--- config.mk ---
export PLATFORM = sky130hd
export DESIGN_NAME = csc_mac
export DESIGN_NICKNAME = d
export VERILOG_FILES = /design/src/rtl/core/csc_pkg.sv /design/src/rtl/core/csc_mac.sv
export SDC_FILE = /design/constraint.sdc
export NUM_CORES = 1
export LEC_CHECK = 0
export ABC_CLOCK_PERIOD_IN_PS = 7300
export BUFFER_PORTS_ARGS = -buffer_cell sky130_fd_sc_hd__buf_2
export CAP_MARGIN = 20
export CORE_MARGIN = 2
export CORE_UTILIZATION = 47
export CTS_CLUSTER_DIAMETER = 40
export DETAILED_ROUTE_END_ITERATION = 10
export GPL_TIMING_DRIVEN = 0
export PLACE_DENSITY = 0.7
export RECOVER_POWER = 100
export SLEW_MARGIN = 10
export SYNTH_ARGS = -nofsm -noshare
export SYNTH_HDL_FRONTEND = slang
export SYNTH_SLANG_ARGS = --single-unit
--- constraint.sdc ---
create_clock -name clock -period 7.3 [get_ports clock]
set_input_delay 0.365 -clock clock [delete_from_list [all_inputs] [get_ports clock]]
set_output_delay 0.365 -clock clock [all_outputs]
set_load 0.05 [all_outputs]
--- src/rtl/core/csc_pkg.sv ---
// ----------------------------------------------------------------------------
// csc_pkg
// Shared constants and types for the causal sequence convolver: tap count,
// field widths and the command bundle that drives the sample stores.
// ----------------------------------------------------------------------------
package csc_pkg;

   localparam int TAPS     = 512;
   localparam int ADDR_W   = $clog2(TAPS);
   localparam int IDX_W    = $clog2(TAPS + 1);
   localparam int SAMPLE_W = 16;
   localparam int PROD_W   = 2 * SAMPLE_W;
   localparam int CONV_W   = 41;

   typedef logic signed [SAMPLE_W-1:0] sample_type;
   typedef logic signed [CONV_W-1:0]   conv_type;
   typedef logic [ADDR_W-1:0]          addr_type;

   typedef struct packed {
      logic       kernel_wr;
      addr_type   kernel_waddr;
      logic       signal_wr;
      addr_type   signal_waddr;
      logic       rd_en;
      addr_type   kernel_raddr;
      addr_type   signal_raddr;
   } mem_cmd_type;

endpackage

--- src/rtl/core/csc_mac.sv ---
// ----------------------------------------------------------------------------
// csc_mac
// Shared multiply-accumulate: registered 16x16 product, then a 41-bit
// accumulator that wraps.
// ----------------------------------------------------------------------------
module csc_mac (
   input  logic                clock,
   input  logic                reset,
   input  logic                clear,
   input  logic                op_valid,
   input  csc_pkg::sample_type op_a,
   input  csc_pkg::sample_type op_b,
   output csc_pkg::conv_type   acc,
   output logic                busy
);
   import csc_pkg::*;

   logic signed [PROD_W-1:0] product_ff;
   logic                     prod_valid_ff;
   conv_type                 acc_ff;

   always_ff @(posedge clock) begin
      if (reset) begin
         prod_valid_ff <= 1'b0;
      end else begin
         prod_valid_ff <= op_valid;
      end
   end

   always_ff @(posedge clock) begin
      if (op_valid) begin
         product_ff <= op_a * op_b;
      end
      if (clear) begin
         acc_ff <= '0;
      end else if (prod_valid_ff) begin
         acc_ff <= acc_ff + {{(CONV_W-PROD_W){product_ff[PROD_W-1]}}, product_ff};
      end
   end

   assign acc  = acc_ff;
   assign busy = prod_valid_ff;

endmodule
==> metrics.cfg, run 1 <==
[outcome]
status = finished, violations left
violations = max-capacitance violations, max-slew violations

[global_route]
grt_pass1_vias = 11690
grt_max_degree = 34
grt_overflow = 0
grt_pass1_wl_mm = 60.00
antenna_found_initial = 0
track_usage_pct = 23.17

[setup_path]
cp.buffers_inverters = 5
crit_chain = buf_2 -> clkbuf_1 -> nand2_1 -> fa_1 -> fa_1 -> fa_1 -> inv_1 -> fa_1 -> fa_1 -> inv_1 -> fa_1 -> inv_1 -> ha_1 -> o21ai_0 -> a211oi_1 -> o32ai_1 -> o31ai_2 -> a41oi_1 -> o31a_1 -> o21bai_1 -> a21oi_1 -> xnor2_1
worstPathMaxFanout = 10
crit_family = adder cells
crit_path_top_delay_cell = fa_1
endpoint_kind = flip-flop
cpMostUsedCell = fa_1
r2r_setup_slack_ns = 3.79
reg2reg_depth = 12
path_depth = 22
r2r-end = acc[24]$_SDFFE_PP0P_
crit_type = input pin to flip-flop
cp-start-kind = input pin
worstPathArrival_ns = 7.09
r2r_start = acc[0]$_SDFFE_PP0P_
max_stage_delay_ns = 0.53
worstPathRequired_ns = 7.41

[route]
via_count = 11290
initialDrtViolationCount = 714
ant_nets = 0
wl_per_cell_um = 17.50
viasPerCell = 5.453
drtPass1Iterations = 5
routed_wl_mm = 36.24
post-route-drc-count = 0

[placed_design]
dpl_cell_area_um2 = 15420
gp_congestion = 0.9426
io_buffers = 77
dpl.hpwl_mm = 30.54

[sta]
fin_worst_skew_ns = 0.01195
fin_crit_ns = 6.982
drv_slew = 34
fmaxAchievable_mhz = 143.2
whs_ns = 0.1722
setup_viol = 0
period_share_pct = 95.65
max_slew.worst_pin.slew_ns = 1.820
maxSlewHeadroom_pct = -21.35
hold_viol_final = 0
rsz0062_at_grt = no

[worst_hold_path]
hold_depth = 2
hold_path.class = input pin to flip-flop
holdCritStartpoint = reset
hold_end = busy$_SDFF_PP0_

[yosys]
yosysUniqueCellTypes = 77
synthCells = 1586
ys_ff_latch = 74
synth.net_count = 2007
seq_area_frac_synth_pct = 12.40
synth_edf_count = 32
synth.avg_cell_area_um2 = 9.165
ys_async_sr_fraction_pct = 0
synth_ff_type = dfxtp_1
yosysWarnings = 0
netlist_area_um2 = 14540

[die]
initial_core_util_pct = 47.64
boundaryPins = 78
die_area_um2 = 32350
core_area_um2 = 30510
num_rows = 64
fp.dieW_um = 179.9
die_y_um = 179.9

[clock_network]
clkLatencyLatePin_ns = 0.34
htreeDepth = 3
cts_sinks = 74
clk_pin_slew_worst_paths_ns = 0.06
root_buffer = clkbuf_16
cts_hold_buf = 0
cts_tree = done
cts_buffers = 9
cts.path.max_buffers = 2

[flow_run]
max_cap_violations = 1

[final_layout]
layout-drive-gt1-share_pct = 4.239
area_growth_pct = 7.196
final_nets = 2091
stdcell_area_um2 = 15580
final_util_pct = 51.07
diodes = 0

## placed cells by master, fill, tap and decap left out, drive strengths merged, types with 5 or more instances in the layout
master  count
inv       297
fa        263
nand2     169
and2      126
ha        122
clkbuf     98
nor2       85
a21oi      73
o21ai      46
xnor2      45
dfxtp      42
buf        34
edfxtp     32
a21o       25
mux2i      23
nand3      20
xor2       18
nor3       17
a211oi     16
nand2b     11
a31oi      11
o21bai     10
nand4       9
nor2b       6
o21a        5
## worst max path at each step
stage | start | endpoint | slack (ns)
after floorplan | op_b[7] | product_ff[31]$_DFFE_PP_ | 1.25
after global placement | op_a[7] | product_ff[31]$_DFFE_PP_ | -0.03
after detailed placement | op_b[1] | product_ff[31]$_DFFE_PP_ | -0.07
after CTS | op_b[1] | product_ff[31]$_DFFE_PP_ | 0.26
after global routing | op_a[10] | product_ff[31]$_DFFE_PP_ | 0.008
final | op_a[10] | product_ff[31]$_DFFE_PP_ | 0.32
## sequential cells by signal, indices dropped and copies added, names as in the netlist
| register | flops |
|---|---|
| acc | 41 |
| busy | 1 |
| product_ff | 32 |
## cell type report
cell class              count  area [um2]
flip-flops and latches     74        1802
multi-input cells        1166       11330
clock inverters             5       33.78
plain buffers              44       192.7
inverters                 298        1119
fillers                  2890       14930
repair buffers             77       331.6
clock buffers              11       275.3
well taps                 396       495.5
## routing by layer
layer	up-vias	track usage, %	routed length (um)
li1	5199	-	-
met1	5554	31.37	15420
met2	453	37.73	17010
met3	87	4.113	2669
met4	0	7.740	1143
met5	-	0	0
## cells in the mapped netlist, types with 2 or more instances
master,n,area [um2]
a2111oi_0,2,17.52
a211o_1,3,26.28
a211oi_1,14,105.1
a211oi_2,2,25.02
a21boi_0,2,15.01
a21o_1,25,187.7
a21oi_1,71,355.3
a21oi_2,2,17.52
a2bb2oi_1,2,17.52
a31oi_1,8,50.05
a31oi_2,3,37.54
and2_1,126,788.3
and3_1,4,25.02
clkbuf_1,44,165.2
clkbuf_8,3,41.29
dfxtp_1,42,840.8
edfxtp_1,32,960.9
fa_1,263,5265
ha_1,122,1526
inv_1,297,1115
mux2i_1,23,230.2
nand2_1,167,626.9
nand2b_1,11,68.82
nand3_1,20,100.1
nand3b_1,4,30.03
nand4_1,9,56.30
nor2_1,85,319.1
nor2b_1,6,37.54
nor3_1,17,85.08
nor3b_1,3,22.52
nor4_1,2,12.51
nor4b_1,2,17.52
o211ai_1,3,22.52
o21a_1,5,37.54
o21ai_0,38,190.2
o21ai_1,7,35.03
o21bai_1,10,75.07
o22ai_1,2,12.51
o311ai_1,2,17.52
o31ai_1,2,15.01
o31ai_2,2,25.02
or3_1,3,18.77
xnor2_1,45,394.1
xor2_1,18,157.7
## stage by stage
stage	setup TNS, ns	setup WS (ns)	std cells
floorplan	0	1.248	1586
global placement	-0.03089	-0.03089	2059
detailed placement	-0.07083	-0.07083	2059
CTS	0	0.2641	2075
global route	0	0.007901	2071
finish	0	0.3177	2071
## logic make-up after synthesis
kind of cell               Yosys count  share of synthesized area [%]
adders and majority gates          385                          46.72
buffers and inverters              346                          9.150
muxes                               23                          1.584
and+or+nand+nor                    468                          15.85
xor gates and xnor gates            63                          3.796
DFF                                 74                          12.40
AOI/OAI and AO/OA                  227                          10.50
## worst register-to-register path, stage by stage (launching register included)
cell and delay (ns):
dfxtp_1 0.38, ha_1 0.22, inv_1 0.07, fa_1 0.41, nand2b_1 0.18, a21oi_1 0.21, o21ai_0 0.26, a21oi_2 0.22
o21bai_1 0.14, a211oi_1 0.39, o21ai_0 0.21, and3_1 0.18, or4_1 0.50
## timing repair
| action | CTS | global route |
|---|---|---|
| setup buffers | 0 | 0 |
| setup endpoints to repair | 0 | 2 |
| resized for setup | 0 | 10 |
Power of run 1 is left out: the tool's default activity adds up to more than one toggle a clock period on the data nets, which glitch-free logic cannot reach.
==> run 2, diff against run 1 <==
Settings changed: CTS_BUF_LIST set to sky130_fd_sc_hd__clkbuf_4 sky130_fd_sc_hd__clkbuf_8.
==> run 2 against run 1 <==
The flow still finishes with violations (max-capacitance violations, max-slew violations). First-iteration DRC count fell by 4.1%. Routed wire length rose by 0.75%. Critical path depth did not move. Global-route usage barely moved. Sequential share of layout area rose by 0.060 points. Die area did not move. Worst hold slack got worse by 0.042 ns. Clock skew rose by 0.0083 ns. Largest cell class unchanged.
==> metrics.cfg, run 2 (synthesis gave the netlist of run 1 again) <==
[route]
via_count = 11240
initialDrtViolationCount = 685
routed_wl_mm = 36.51
viasPerCell = 5.417
drtPass1Iterations = 5
ant_nets = 0
post-route-drc-count = 0
wl_per_cell_um = 17.60

[final_layout]
layout-drive-gt1-share_pct = 4.112
final_util_pct = 50.81
final_common_cell = inv_1
final_nets = 2094
layout_common_cells = inv_1, fa_1, nand2_1
area_growth_pct = 6.645
n_fill_cell = 2905
largest_reg_flops = 41
instances_no_fill = 2075

[outcome]
status = finished, violations left
violations = max-capacitance violations, max-slew violations

[global_route]
antenna_found_initial = 1
grt_overflow = 0
grt_pass1_vias = 11620
grt_max_degree = 34
grt_pass1_wl_mm = 59.83
track_usage_pct = 23.17

[setup_path]
cp-start-kind = input pin
endpoint_kind = flip-flop
worstPathMaxFanout = 10
worstPathRequired_ns = 7.44
crit_type = input pin to flip-flop
worstPathArrival_ns = 7.11

[placed_design]
dpl.hpwl_mm = 30.54
pre_cts_ws_ns = -0.07083
gp_congestion = 0.9426
io_buffers = 77
numPlacedInstances = 2059

[clock_network]
cts_buffers = 9
ctsResizeCount = 0
cts_hold_buf = 0
cts.path.max_buffers = 2
htreeDepth = 3
cts_sinks = 74
cts_tree = done
postCtsSetupBuffers = 0
clk_pin_slew_worst_paths_ns = 0.09
clkLatencyLatePin_ns = 0.37
root_buffer = clkbuf_8

[die]
die_y_um = 179.9
boundaryPins = 78
die_area_um2 = 32350
core_area_um2 = 30510
num_rows = 64
initial_core_util_pct = 47.64
fp.dieW_um = 179.9

[sta]
setup_ws_ns = 0.3361
maxSlewHeadroom_pct = -21.00
setup_viol = 0
fmaxAchievable_mhz = 143.6
rsz0062_at_grt = no
max_slew.worst_pin.slew_ns = 1.815
fin_crit_ns = 6.964
fin_worst_skew_ns = 0.02025
drv_slew = 34
hold_viol_final = 0
setup_tns_ns = 0
period_share_pct = 95.40

[worst_hold_path]
hold_path.class = input pin to flip-flop

[flow_run]
max_cap_violations = 1

-- run 2: worst max-delay path, cell delays in order --
cell and delay [ns]:
buf_2 0.25, clkbuf_1 0.50, nand2_1 0.15, fa_1 0.50, fa_1 0.51, fa_1 0.51, inv_1 0.05, fa_1 0.49
fa_1 0.50, inv_1 0.05, fa_1 0.49, inv_1 0.06, ha_1 0.37, o21ai_0 0.14, a211oi_1 0.27, o32ai_1 0.19
o31ai_2 0.45, a41oi_1 0.25, o31a_1 0.34, o21bai_1 0.22, a21oi_1 0.12, xnor2_1 0.33
-- run 2: final cells by class --
class                   count  area (um2)  share of cell area (%)
clock buffers               9       123.9                  0.7991
repair buffers             77       330.3                   2.131
flip-flops and latches     74        1802                   11.62
inverters                 298        1119                   7.216
well taps                 396       495.5                   3.196
clock inverters             7       93.84                  0.6054
plain buffers              47       202.7                   1.308
multi-input cells        1166       11330                   73.11
diodes                      1       2.502                 0.01614
-- run 2: stage by stage --
step / area [um2] / hold slack (ns)
after floorplan: 14540 / 0.4366
after global placement: 15420 / 0.4727
after detailed placement: 15420 / 0.4751
after CTS: 15630 / 0.1273
after global routing: 15500 / 0.1177
final: 15500 / 0.1300
-- run 2: path summary, 6_finish.rpt --
check                        from                        to  slack, ns  cells past startpoint
max                       op_b[3]  product_ff[31]$_DFFE_PP_       0.34                     22
min                         reset           busy$_SDFF_PP0_       0.13                      2
max reg2reg   acc[0]$_SDFFE_PP0P_      acc[24]$_SDFFE_PP0P_       3.76                     12
min reg2reg  acc[20]$_SDFFE_PP0P_      acc[20]$_SDFFE_PP0P_       0.48                      2
-- run 2: routing by layer --
layer	vias to the layer above	global-route usage [%]	routed length [um]
met5	-	0	0
met4	0	7.154	1098
met3	83	4.417	2576
met2	422	37.79	17130
met1	5532	31.35	15710
li1	5203	-	-
Power of run 2 is left out for the same reason.
==> run 3, diff against run 2 <==
Settings changed: ABC_CLOCK_PERIOD_IN_PS 7300 to 8100.
Clock period 7.3 ns to 8.1 ns, I/O delays scaled along.
==> run 3 against run 2 <==
The flow still finishes with violations (max-capacitance violations, max-slew violations). Worst hold slack better by 0.046 ns. Setup slack gained 0.52 ns. First-iteration DRC count is 2.5% higher. Critical endpoint unchanged. Largest cell class unchanged.
==> metrics.cfg, run 3 (synthesis gave the netlist of run 1 again) <==
[outcome]
status = finished, violations left
violations = max-capacitance violations, max-slew violations

[setup_path]
startpoint = op_a[5]
reg2reg_depth = 12
worstPathArrival_ns = 7.39
endpoint_kind = flip-flop
r2r-end = acc[24]$_SDFFE_PP0P_
crit_type = input pin to flip-flop
cp-start-kind = input pin
r2r_start = acc[0]$_SDFFE_PP0P_
worstPathMaxFanout = 10
r2r_setup_slack_ns = 4.57
crit_path_end = product_ff[31]$_DFFE_PP_
worstPathRequired_ns = 8.24

[die]
core_area_um2 = 30510
initial_core_util_pct = 47.64
die_area_um2 = 32350
num_rows = 64
die_y_um = 179.9
fp.dieW_um = 179.9
boundaryPins = 78

[route]
initialDrtViolationCount = 702
viasPerCell = 5.417
drtPass1Iterations = 5
routed_wl_mm = 36.39
wl_per_cell_um = 17.53
post-route-drc-count = 0
ant_nets = 0
via_count = 11250

[final_layout]
area_growth_pct = 6.637
final_common_cell = inv_1
layout-drive-gt1-share_pct = 3.871
instances_no_fill = 2076
layout_common_cells = inv_1, fa_1, nand2_1
final_nets = 2095
largest_reg_flops = 41

[global_route]
antenna_found_initial = 1
grt_overflow = 0
grt_max_degree = 34
grt_pass1_vias = 11620
track_usage_pct = 23.17
grt_pass1_wl_mm = 59.83

[clock_network]
cts_buffers = 9
ctsResizeCount = 0
root_buffer = clkbuf_8
htreeDepth = 3
clkLatencyLatePin_ns = 0.37
cts_hold_buf = 0
cts.path.max_buffers = 2
cts_sinks = 74
clk_pin_slew_worst_paths_ns = 0.09
cts_tree = done
postCtsSetupBuffers = 0

[worst_hold_path]
hold_path.class = input pin to flip-flop
hold_depth = 2

[sta]
whs_ns = 0.1756
hold_viol_final = 0
period_share_pct = 89.48
setup_tns_ns = 0
maxSlewHeadroom_pct = -21.16
drv_slew = 34
fin_crit_ns = 7.248
fmaxAchievable_mhz = 138.0
rsz0062_at_grt = no
setup_viol = 0
max_slew.worst_pin.slew_ns = 1.817
fin_worst_skew_ns = 0.01664

[placed_design]
numPlacedInstances = 2059
dpl.hpwl_mm = 30.54
gp_congestion = 0.9426
io_buffers = 77

[flow_run]
max_cap_violations = 1

[run 3: cell count changes in the layout (fill, tap and decap cells not counted), sizes merged]
cell	change
clkbuf	+1
[run 3: area by class of cell]
class	count	area (um2)
Buffer	48	201.4
Multi-Input combinational cell	1166	11330
Fill cell	2905	15010
Inverter	298	1119
Antenna cell	1	2.502
Sequential cell	74	1802
Clock buffer	9	123.9
Tap cell	396	495.5
Timing Repair Buffer	77	330.3
Clock inverter	7	93.84
[run 3: worst min path at each step]
stage | startpoint | slack [ns] | to
2_1_floorplan | reset | 0.48 | busy$_SDFF_PP0_
3_3_place_gp | acc[28]$_SDFFE_PP0P_ | 0.47 | acc[28]$_SDFFE_PP0P_
3_5_place_dp | acc[30]$_SDFFE_PP0P_ | 0.48 | acc[30]$_SDFFE_PP0P_
4_1_cts | reset | 0.17 | busy$_SDFF_PP0_
5_1_grt | reset | 0.16 | busy$_SDFF_PP0_
6_report | reset | 0.18 | busy$_SDFF_PP0_
[run 3: worst max-delay path: stages]
cell and delay, ns:
clkbuf_1 0.38, clkbuf_1 0.61, nand2_1 0.14, fa_1 0.51, inv_1 0.06, fa_1 0.51
inv_1 0.06, fa_1 0.52, inv_1 0.05, fa_1 0.44, fa_1 0.49, inv_1 0.05
fa_1 0.47, inv_1 0.04, ha_1 0.36, o211ai_1 0.14, a211oi_1 0.26, o32ai_1 0.19
o31ai_2 0.46, a41oi_1 0.24, o31a_1 0.34, o21bai_1 0.22, a21oi_1 0.12, xnor2_1 0.33
[run 3: through the flow]
step	utilization, %	worst slack (ns)	instance area [um2]
after floorplan	-	2.008	14540
after global placement	50.53	0.7291	15420
after detailed placement	50.53	0.6892	15420
after CTS	51.24	1.054	15630
after global routing	50.80	0.4712	15500
final	50.80	0.8522	15500
[run 3: per-layer routing]
layer	global-route usage [%]	vias up	wire length (um)
li1	-	5209	-
met1	31.35	5526	15700
met2	37.79	412	17010
met3	4.417	98	2489
met4	7.154	0	1188
met5	0	-	0
Power of run 3 is left out for the same reason.
